--- config.mk ---
export PLATFORM = sky130hd
export DESIGN_NAME = tag_item_stream_parser_flat
export DESIGN_NICKNAME = d
export VERILOG_FILES = /design/src/hdl/tisp_pkg.sv /design/src/hdl/tisp_if.sv /design/src/hdl/tag_item_stream_parser.sv /design/src/flat_wrapper.sv
export SDC_FILE = /design/constraint.sdc
export NUM_CORES = 1
export LEC_CHECK = 0
export ABC_AREA = 1
export BUFFER_PORTS_ARGS = -buffer_cell sky130_fd_sc_hd__buf_4
export CAP_MARGIN = 30
export CORE_UTILIZATION = 60
export DETAILED_ROUTE_END_ITERATION = 8
export PLACE_DENSITY = 0.78
export SLEW_MARGIN = 20
export SYNTH_ARGS = -nofsm -noshare
export SYNTH_HDL_FRONTEND = slang
export SYNTH_SLANG_ARGS = --single-unit
--- constraint.sdc ---
create_clock -name clock -period 14.7 [get_ports clock]
set_clock_uncertainty 0.15 [all_clocks]
set_input_delay 2.94 -clock clock [delete_from_list [all_inputs] [get_ports clock]]
set_output_delay 2.94 -clock clock [all_outputs]
set_load 0.1 [all_outputs]
--- src/hdl/tisp_pkg.sv ---
package tisp_pkg;

   typedef logic [2:0]  kind_type;
   typedef logic [20:0] size_type;
   typedef logic [7:0]  byte_type;

   localparam kind_type KIND_KEY_BYTE   = 3'd0;
   localparam kind_type KIND_KEY_END    = 3'd1;
   localparam kind_type KIND_VALUE_BYTE = 3'd2;
   localparam kind_type KIND_ITEM_END   = 3'd3;
   localparam kind_type KIND_CORRUPT    = 3'd4;

   localparam size_type MIN_ITEM_BYTES  = 21'd9;
   localparam size_type HEADER_LAST     = 21'd7;
   localparam size_type LONG_KEY_LEN    = 21'd11;
   localparam size_type SHORT_KEY_LEN   = 21'd4;
   localparam logic [2:0] DATE_VALUE_MAX = 3'd4;

   // match bit 0: "record date", bit 1: "year", bit 2: "date"
   function automatic byte_type pat_char(input logic [1:0] pat, input logic [3:0] idx);
      byte_type c;
      c = 8'h00;
      unique case (pat)
         2'd0: begin
            case (idx)
               4'd0:    c = "r";
               4'd1:    c = "e";
               4'd2:    c = "c";
               4'd3:    c = "o";
               4'd4:    c = "r";
               4'd5:    c = "d";
               4'd6:    c = " ";
               4'd7:    c = "d";
               4'd8:    c = "a";
               4'd9:    c = "t";
               4'd10:   c = "e";
               default: c = 8'h00;
            endcase
         end
         2'd1: begin
            case (idx)
               4'd0:    c = "y";
               4'd1:    c = "e";
               4'd2:    c = "a";
               4'd3:    c = "r";
               default: c = 8'h00;
            endcase
         end
         default: begin
            case (idx)
               4'd0:    c = "d";
               4'd1:    c = "a";
               4'd2:    c = "t";
               4'd3:    c = "e";
               default: c = 8'h00;
            endcase
         end
      endcase
      return c;
   endfunction

   function automatic byte_type to_lower(input byte_type b);
      return (b >= 8'h41 && b <= 8'h5A) ? b + 8'h20 : b;
   endfunction

endpackage

--- src/hdl/tisp_if.sv ---
interface tisp_req_if;
   logic       valid;
   logic       ready;
   logic [7:0] data_byte;
   logic       body_start;

   modport source(output valid, output data_byte, output body_start, input ready);
   modport sink(input valid, input data_byte, input body_start, output ready);
endinterface

interface tisp_rsp_if import tisp_pkg::*; ();
   logic     valid;
   logic     ready;
   kind_type kind;
   byte_type out_byte;
   logic     date_key;
   logic     item_last;

   modport source(output valid, output kind, output out_byte, output date_key,
                  output item_last, input ready);
   modport sink(input valid, input kind, input out_byte, input date_key,
                input item_last, output ready);
endinterface

interface tisp_csr_if import tisp_pkg::*; ();
   logic     valid;
   logic     ready;
   size_type body_size;

   modport source(output valid, output body_size, input ready);
   modport sink(input valid, input body_size, output ready);
endinterface

--- src/hdl/tag_item_stream_parser.sv ---
// Channel | Dir | Payload                                 | Handshake
// req     | in  | data_byte[7:0], body_start              | valid/ready
// rsp     | out | kind[2:0], out_byte[7:0], date_key, item_last | valid/ready
// csr     | in  | body_size[20:0]                         | valid/ready, always ready
//
// One word per cycle sustained while rsp is ready; a word is on rsp once its byte
// passes the input register, then the result register after the parse logic.
// Reset is synchronous and active high; it clears the parser state and body_size.
// A stalled rsp holds its word; req keeps accepting while the input register
// drains into a free or emptying result register.
module tag_item_stream_parser import tisp_pkg::*; #(
   parameter int unsigned MAX_BODY_BYTES = 1048576
) (
   input  logic         clock,
   input  logic         reset,
   tisp_req_if.sink     req,
   tisp_rsp_if.source   rsp,
   tisp_csr_if.sink     csr
);

   localparam logic [1:0] PH_HDR  = 2'd0;
   localparam logic [1:0] PH_KEY  = 2'd1;
   localparam logic [1:0] PH_VAL  = 2'd2;
   localparam logic [1:0] PH_SKIP = 2'd3;

   size_type   body_size_ff;

   logic       in_valid_ff, in_valid_in;
   byte_type   in_byte_ff;
   logic       in_start_ff;

   logic [1:0] phase_ff, phase_in;
   size_type   bytes_left_ff, bytes_left_in;
   size_type   field_count_ff, field_count_in;
   logic [31:0] value_length_ff, value_length_in;
   logic [1:0] flags_ff, flags_in;
   size_type   key_limit_ff, key_limit_in;
   logic [2:0] match_ff, match_in;
   logic [2:0] emitted_ff, emitted_in;
   logic       nul_ff, nul_in;
   logic       stopped_ff, stopped_in;

   logic       rsp_valid_ff, rsp_valid_in;
   kind_type   rsp_kind_ff, kind_in;
   byte_type   rsp_byte_ff, byte_in;
   logic       rsp_date_ff, date_in;
   logic       rsp_last_ff, last_in;
   logic       fire;

   logic       step;
   logic       text;
   logic       oversize;
   logic [1:0] ph_c;
   size_type   fc_c;
   size_type   bl_c;
   logic       stop_c;
   size_type   bl_dec;
   logic [31:0] vl_dec;
   logic [2:0] m_key;
   logic       nul_n;
   logic       val_last;
   byte_type   low_b;

   assign step      = in_valid_ff && (!rsp_valid_ff || rsp.ready);
   assign req.ready = !in_valid_ff || step;
   assign csr.ready = 1'b1;

   assign rsp.valid     = rsp_valid_ff;
   assign rsp.kind      = rsp_kind_ff;
   assign rsp.out_byte  = rsp_byte_ff;
   assign rsp.date_key  = rsp_date_ff;
   assign rsp.item_last = rsp_last_ff;

   assign oversize = {11'd0, body_size_ff} > 32'(MAX_BODY_BYTES);
   assign text     = flags_ff == 2'b00;
   assign low_b    = to_lower(in_byte_ff);

   always_comb begin
      ph_c   = in_start_ff ? PH_HDR : phase_ff;
      fc_c   = in_start_ff ? '0 : field_count_ff;
      stop_c = in_start_ff ? 1'b0 : stopped_ff;
      bl_c   = in_start_ff ? (oversize ? '0 : body_size_ff) : bytes_left_ff;

      phase_in        = ph_c;
      field_count_in  = fc_c;
      stopped_in      = stop_c;
      bytes_left_in   = bl_c;
      value_length_in = value_length_ff;
      flags_in        = flags_ff;
      key_limit_in    = key_limit_ff;
      match_in        = match_ff;
      emitted_in      = emitted_ff;
      nul_in          = nul_ff;

      fire     = 1'b0;
      kind_in  = KIND_KEY_BYTE;
      byte_in  = 8'h00;
      date_in  = 1'b0;
      last_in  = 1'b0;
      bl_dec   = bl_c - 21'd1;
      vl_dec   = value_length_ff - 32'd1;
      m_key    = match_ff & {fc_c == SHORT_KEY_LEN, fc_c == SHORT_KEY_LEN,
                             fc_c == LONG_KEY_LEN};
      nul_n    = nul_ff || (in_byte_ff == 8'h00);
      val_last = vl_dec == 32'd0;

      if (!stop_c && bl_c != '0) begin
         if (ph_c == PH_HDR && fc_c == '0 && bl_c < MIN_ITEM_BYTES) begin
            stopped_in = 1'b1;
         end else begin
            bytes_left_in = bl_dec;
            unique case (ph_c)
               PH_HDR: begin
                  case (fc_c[2:0])
                     3'd0: begin
                        value_length_in = {24'd0, in_byte_ff};
                        flags_in        = 2'b00;
                     end
                     3'd1: value_length_in[15:8]  = in_byte_ff;
                     3'd2: value_length_in[23:16] = in_byte_ff;
                     3'd3: value_length_in[31:24] = in_byte_ff;
                     3'd4: flags_in = in_byte_ff[2:1];
                     default: ;
                  endcase
                  field_count_in = fc_c + 21'd1;
                  if (fc_c == HEADER_LAST) begin
                     if ({1'b0, value_length_in} + 33'd1 > {12'd0, bl_dec}) begin
                        stopped_in = 1'b1;
                        fire       = 1'b1;
                        kind_in    = KIND_CORRUPT;
                        last_in    = 1'b1;
                     end else begin
                        key_limit_in   = bl_dec - value_length_in[20:0] - 21'd1;
                        phase_in       = PH_KEY;
                        field_count_in = '0;
                        match_in       = 3'b111;
                     end
                  end
               end
               PH_KEY: begin
                  if (in_byte_ff == 8'h00) begin
                     match_in   = m_key;
                     emitted_in = 3'd0;
                     nul_in     = 1'b0;
                     if (value_length_ff == 32'd0) begin
                        phase_in       = PH_HDR;
                        field_count_in = '0;
                     end else begin
                        phase_in = text ? PH_VAL : PH_SKIP;
                     end
                     fire    = text;
                     kind_in = KIND_KEY_END;
                     date_in = |m_key;
                     last_in = value_length_ff == 32'd0;
                  end else if (fc_c >= key_limit_ff) begin
                     stopped_in = 1'b1;
                     fire       = 1'b1;
                     kind_in    = KIND_CORRUPT;
                     last_in    = 1'b1;
                  end else begin
                     if (fc_c >= LONG_KEY_LEN || low_b != pat_char(2'd0, fc_c[3:0]))
                        match_in[0] = 1'b0;
                     if (fc_c >= SHORT_KEY_LEN || low_b != pat_char(2'd1, fc_c[3:0]))
                        match_in[1] = 1'b0;
                     if (fc_c >= SHORT_KEY_LEN || low_b != pat_char(2'd2, fc_c[3:0]))
                        match_in[2] = 1'b0;
                     field_count_in = fc_c + 21'd1;
                     fire    = text;
                     kind_in = KIND_KEY_BYTE;
                     byte_in = in_byte_ff;
                  end
               end
               PH_VAL: begin
                  value_length_in = vl_dec;
                  nul_in          = nul_n;
                  if (val_last) begin
                     phase_in       = PH_HDR;
                     field_count_in = '0;
                  end
                  if (!nul_n && (match_ff == 3'b000 || emitted_ff < DATE_VALUE_MAX)) begin
                     if (emitted_ff < DATE_VALUE_MAX)
                        emitted_in = emitted_ff + 3'd1;
                     fire    = 1'b1;
                     kind_in = KIND_VALUE_BYTE;
                     byte_in = in_byte_ff;
                     last_in = val_last;
                  end else if (val_last) begin
                     fire    = 1'b1;
                     kind_in = KIND_ITEM_END;
                     last_in = 1'b1;
                  end
               end
               PH_SKIP: begin
                  value_length_in = vl_dec;
                  if (val_last) begin
                     phase_in       = PH_HDR;
                     field_count_in = '0;
                  end
               end
            endcase
         end
      end
   end

   assign in_valid_in  = req.ready ? req.valid : in_valid_ff;
   assign rsp_valid_in = (step && fire) ? 1'b1 : (rsp.ready ? 1'b0 : rsp_valid_ff);

   always_ff @(posedge clock) begin
      if (reset) begin
         body_size_ff    <= '0;
         in_valid_ff     <= 1'b0;
         rsp_valid_ff    <= 1'b0;
         phase_ff        <= PH_HDR;
         bytes_left_ff   <= '0;
         field_count_ff  <= '0;
         value_length_ff <= '0;
         flags_ff        <= 2'b00;
         key_limit_ff    <= '0;
         match_ff        <= 3'b111;
         emitted_ff      <= 3'd0;
         nul_ff          <= 1'b0;
         stopped_ff      <= 1'b0;
      end else begin
         in_valid_ff  <= in_valid_in;
         rsp_valid_ff <= rsp_valid_in;
         if (csr.valid) begin
            body_size_ff <= csr.body_size;
         end
         if (step) begin
            phase_ff        <= phase_in;
            bytes_left_ff   <= bytes_left_in;
            field_count_ff  <= field_count_in;
            value_length_ff <= value_length_in;
            flags_ff        <= flags_in;
            key_limit_ff    <= key_limit_in;
            match_ff        <= match_in;
            emitted_ff      <= emitted_in;
            nul_ff          <= nul_in;
            stopped_ff      <= stopped_in;
         end
      end
   end

   always_ff @(posedge clock) begin
      if (req.valid && req.ready) begin
         in_byte_ff  <= req.data_byte;
         in_start_ff <= req.body_start;
      end
      if (step && fire) begin
         rsp_kind_ff <= kind_in;
         rsp_byte_ff <= byte_in;
         rsp_date_ff <= date_in;
         rsp_last_ff <= last_in;
      end
   end

endmodule

--- src/flat_wrapper.sv ---
// flat-port wrapper written by rule: the top's interface ports become plain ports
module tag_item_stream_parser_flat import tisp_pkg::*;
#(
   parameter int unsigned MAX_BODY_BYTES = 1048576
)
  (clock, reset, req_valid, req_data_byte, req_body_start, req_ready, rsp_valid, rsp_kind, rsp_out_byte, rsp_date_key, rsp_item_last, rsp_ready, csr_valid, csr_body_size, csr_ready);
  tisp_req_if req_i ();
  tisp_rsp_if rsp_i ();
  tisp_csr_if csr_i ();
  input  logic clock;
  input  logic reset;
  input wire logic [$bits(req_i.valid)-1:0] req_valid;
  input wire logic [$bits(req_i.data_byte)-1:0] req_data_byte;
  input wire logic [$bits(req_i.body_start)-1:0] req_body_start;
  output wire logic [$bits(req_i.ready)-1:0] req_ready;
  output wire logic [$bits(rsp_i.valid)-1:0] rsp_valid;
  output wire logic [$bits(rsp_i.kind)-1:0] rsp_kind;
  output wire logic [$bits(rsp_i.out_byte)-1:0] rsp_out_byte;
  output wire logic [$bits(rsp_i.date_key)-1:0] rsp_date_key;
  output wire logic [$bits(rsp_i.item_last)-1:0] rsp_item_last;
  input wire logic [$bits(rsp_i.ready)-1:0] rsp_ready;
  input wire logic [$bits(csr_i.valid)-1:0] csr_valid;
  input wire logic [$bits(csr_i.body_size)-1:0] csr_body_size;
  output wire logic [$bits(csr_i.ready)-1:0] csr_ready;
  assign req_i.valid = req_valid;
  assign req_i.data_byte = req_data_byte;
  assign req_i.body_start = req_body_start;
  assign req_ready = req_i.ready;
  assign rsp_valid = rsp_i.valid;
  assign rsp_kind = rsp_i.kind;
  assign rsp_out_byte = rsp_i.out_byte;
  assign rsp_date_key = rsp_i.date_key;
  assign rsp_item_last = rsp_i.item_last;
  assign rsp_i.ready = rsp_ready;
  assign csr_i.valid = csr_valid;
  assign csr_i.body_size = csr_body_size;
  assign csr_ready = csr_i.ready;
  tag_item_stream_parser #(.MAX_BODY_BYTES(MAX_BODY_BYTES)) u_core (.clock(clock), .reset(reset), .req(req_i), .rsp(rsp_i), .csr(csr_i));
endmodule
==> impl_results.md <==
* Vias per inst at between 5 and 6
* Total track usage at 0.347
* Syn nets at ~2,200
* Initial antenna violation count at 0
* Ys async rst share at 0
* IO Port Bufs at 49
* Worst Path Max Fanout at 3
* Max IR drop VDD at 0.0823 mV
* CTS Buf Count at 17
* Pins Over Slew Limit at 0
* Share of cells above drive strength 1 at 0.0840
* Leading post-synthesis cells by instance count: nand2_1 (455), nor2_1 (251), inv_1 (249)
* Fillers at 2,072
* Setup Total Neg Slack at 0 ns
* Setup repair bufs after CTS at 0
* WL/cell at about 16 µm
* Post-Syn Area per Cell at approximately 6.3 µm²
* Clock Tree Root: clkbuf_16
* Leak Pwr at roughly 0.0062 µW
* RSZ-0062 raised after global routing: no
* Status: complete, no violations
* Row cnt at 54
* Synth top area cells: dfxtp_1 (20%), nand2_1 (13%), a21oi_1 (7.7%)
* CTS H-tree depth at 4
* GRT Residual Overflow at 0
* First-pass GRT wire length at 62,400 µm
* Final setup viols at 0
* CTS Hold Buffers Added at 0
* Chip width at roughly 150 µm
* Max_cap viols at 0
* Top-count cell post-synth: nand2_1
* CP arrival at roughly 3.5 ns
* DRT iter0 DRCs at 1,356
* Area grow syn2layout at 7.72%
* Worst slew pin tran at between 0.9 and 1 ns
* Drt total wl at 39,300 µm
* Yosys warning count at 0
* # DRC at 0
* Final worst-path cycle share at 0.447
* Vias in the first global route at 12,700
* Hold path cells at 2
* Syn Inst Count at between 2,000 and 2,500
* Hold Crit Start: u_core.key_limit_ff[9]
* CTS tree: done
* Sink Count at about 150
* Initial Util at 0.609
* Crit path from: rsp_ready
* Post-synthesis sequential area ratio at 0.246
* Worst Setup Start Kind: input pin
* Die Ht at ~150 µm
* Prevailing post-synth register cell: dfxtp_1
* Post-synth EDFFs at 22
* Maximum clock frequency at 152 MHz
* Worst Path Required at approximately 12 ns
* Die area at approximately 23,000 µm²
* Longest Clk Path Bufs at 2
* Cell Area, Synth at about 13,000 µm²
* Final setup margin at about 8.1 ns
* Antenna Nets Post-Route at 0
* Post-DP HPWL at roughly 29,000 µm
* CP Class: input pin to output port
* Hold WC Path Type: flip-flop to flip-flop
* Register bit total from synthesis at between 150 and 200
* First-pass DRT Iterations at 6
* Diode count at 0
* Ports at around 50
* Via count at ~14,000
* PwrDens at 119 nW/µm²
* Clock Latency Late Sink at roughly 0.44 ns
* Clock transition at path regs at around 0.06 ns
* Crit path time final at around 6.6 ns
* Max_slew headroom at 0.377
* Yosys top cell by area: dfxtp_1
* R2R cell count at 32
* Post-cts gate resize count at 0
* Cell variety after synth at 63
* Global placement routability congestion at 0.984
* Top cell type's share of synthesized area at 0.196
* Core Region at approximately 22,000 µm²
* Layout Nets at roughly 2,200
* Origin of the critical flop-to-flop path: u_core.in_start_ff
* Crit end category: output port
* Largest net degree at the start of global routing at 63
* Final hold viol count at 0
* Pre-CTS setup slack at around 8.1 ns
-- worst paths after layout --
path,slack (ns),endpoint
min,0.31,u_core.key_limit_ff[9]
max reg2reg,8.46,u_core.rsp.out_byte[3]
max,8.13,req_ready
min reg2reg,0.31,u_core.key_limit_ff[9]
-- stage by stage --
| stage | hold WS (ns) | area [µm²] | std cells | util | power [µW] |
|---|---|---|---|---|---|
| global placement | 0.301 | 13700 | 2354 | 0.629 | 1210 |
| CTS | 0.308 | 14300 | 2386 | 0.656 | 1680 |
| floorplan | 0.282 | 13300 | 2095 | - | 1030 |
| global route | 0.331 | 14300 | 2387 | 0.656 | 1800 |
| finish | 0.315 | 14300 | 2387 | 0.656 | 1690 |
| detailed placement | 0.299 | 13700 | 2354 | 0.629 | 1220 |
-- worst max-delay path, cell delays in order --
cell and delay [ns]:
buf_4 0.11, inv_1 0.07, nand3_1 0.10, buf_4 0.25
-- flip-flops by register name (all words and copies together), names as in the netlist, 3 cells and up --
register                flops
u_core.body_size_ff        21
u_core.bytes_left_ff       21
u_core.emitted_ff           3
u_core.field_count_ff      21
u_core.in_byte_ff           8
u_core.key_limit_ff        21
u_core.match_ff             3
u_core.rsp.kind             3
u_core.rsp.out_byte         8
u_core.value_length_ff     32
-- kinds of logic (layout without fill, tap and decap cells) --
group	count (synthesis)	count (layout)	share of synthesized area
simple gates	938	938	0.306
compound gates	478	478	0.201
buf+inv	344	356	0.103
other cells	1	1	0.000283
flops	152	152	0.246
fa+ha+maj	80	80	0.0761
xor+xnor	102	102	0.0674
-- area by class of cell --
| cell class | instances | area (µm²) | share of cell area |
|---|---|---|---|
| Clock buffer | 18 | 429 | 0.0301 |
| Inverter | 266 | 1010 | 0.0705 |
| Clock inverter | 14 | 165 | 0.0116 |
| Sequential cell | 152 | 3260 | 0.229 |
| Tap cell | 280 | 350 | 0.0245 |
| Multi-Input combinational cell | 1599 | 8630 | 0.604 |
| Timing Repair Buffer | 58 | 433 | 0.0303 |
-- power by group --
| group | leakage (µW) | internal, µW | total, µW | switching (µW) |
|---|---|---|---|---|
| Sequential | 0.00126 | 452 | 481 | 29.3 |
| Combinational | 0.00465 | 245 | 748 | 503 |
| Clock | 0.000278 | 255 | 463 | 207 |
-- layout by cell type (no fill, tap or decap), drive strengths merged, types with 22 or more instances in the layout --
cell and count:
nor2 262, a31oi 32, nand4 43, nand2 471, nor3 41, edfxtp 22
buf 58, dfxtp 130, inv 266, ha 79, a21oi 204, nand3 82
o21ai 189, xor2 85
-- routing by layer --
layer  global-route usage  share of wire  up-vias
met3               0.0479          0.074      112
li1                     -              -     6909
met2                0.559           0.45      629
met5                    0              0        -
met1                0.453           0.43     6327
met4                0.175          0.046        0
(Power assumes the default switching activity.)
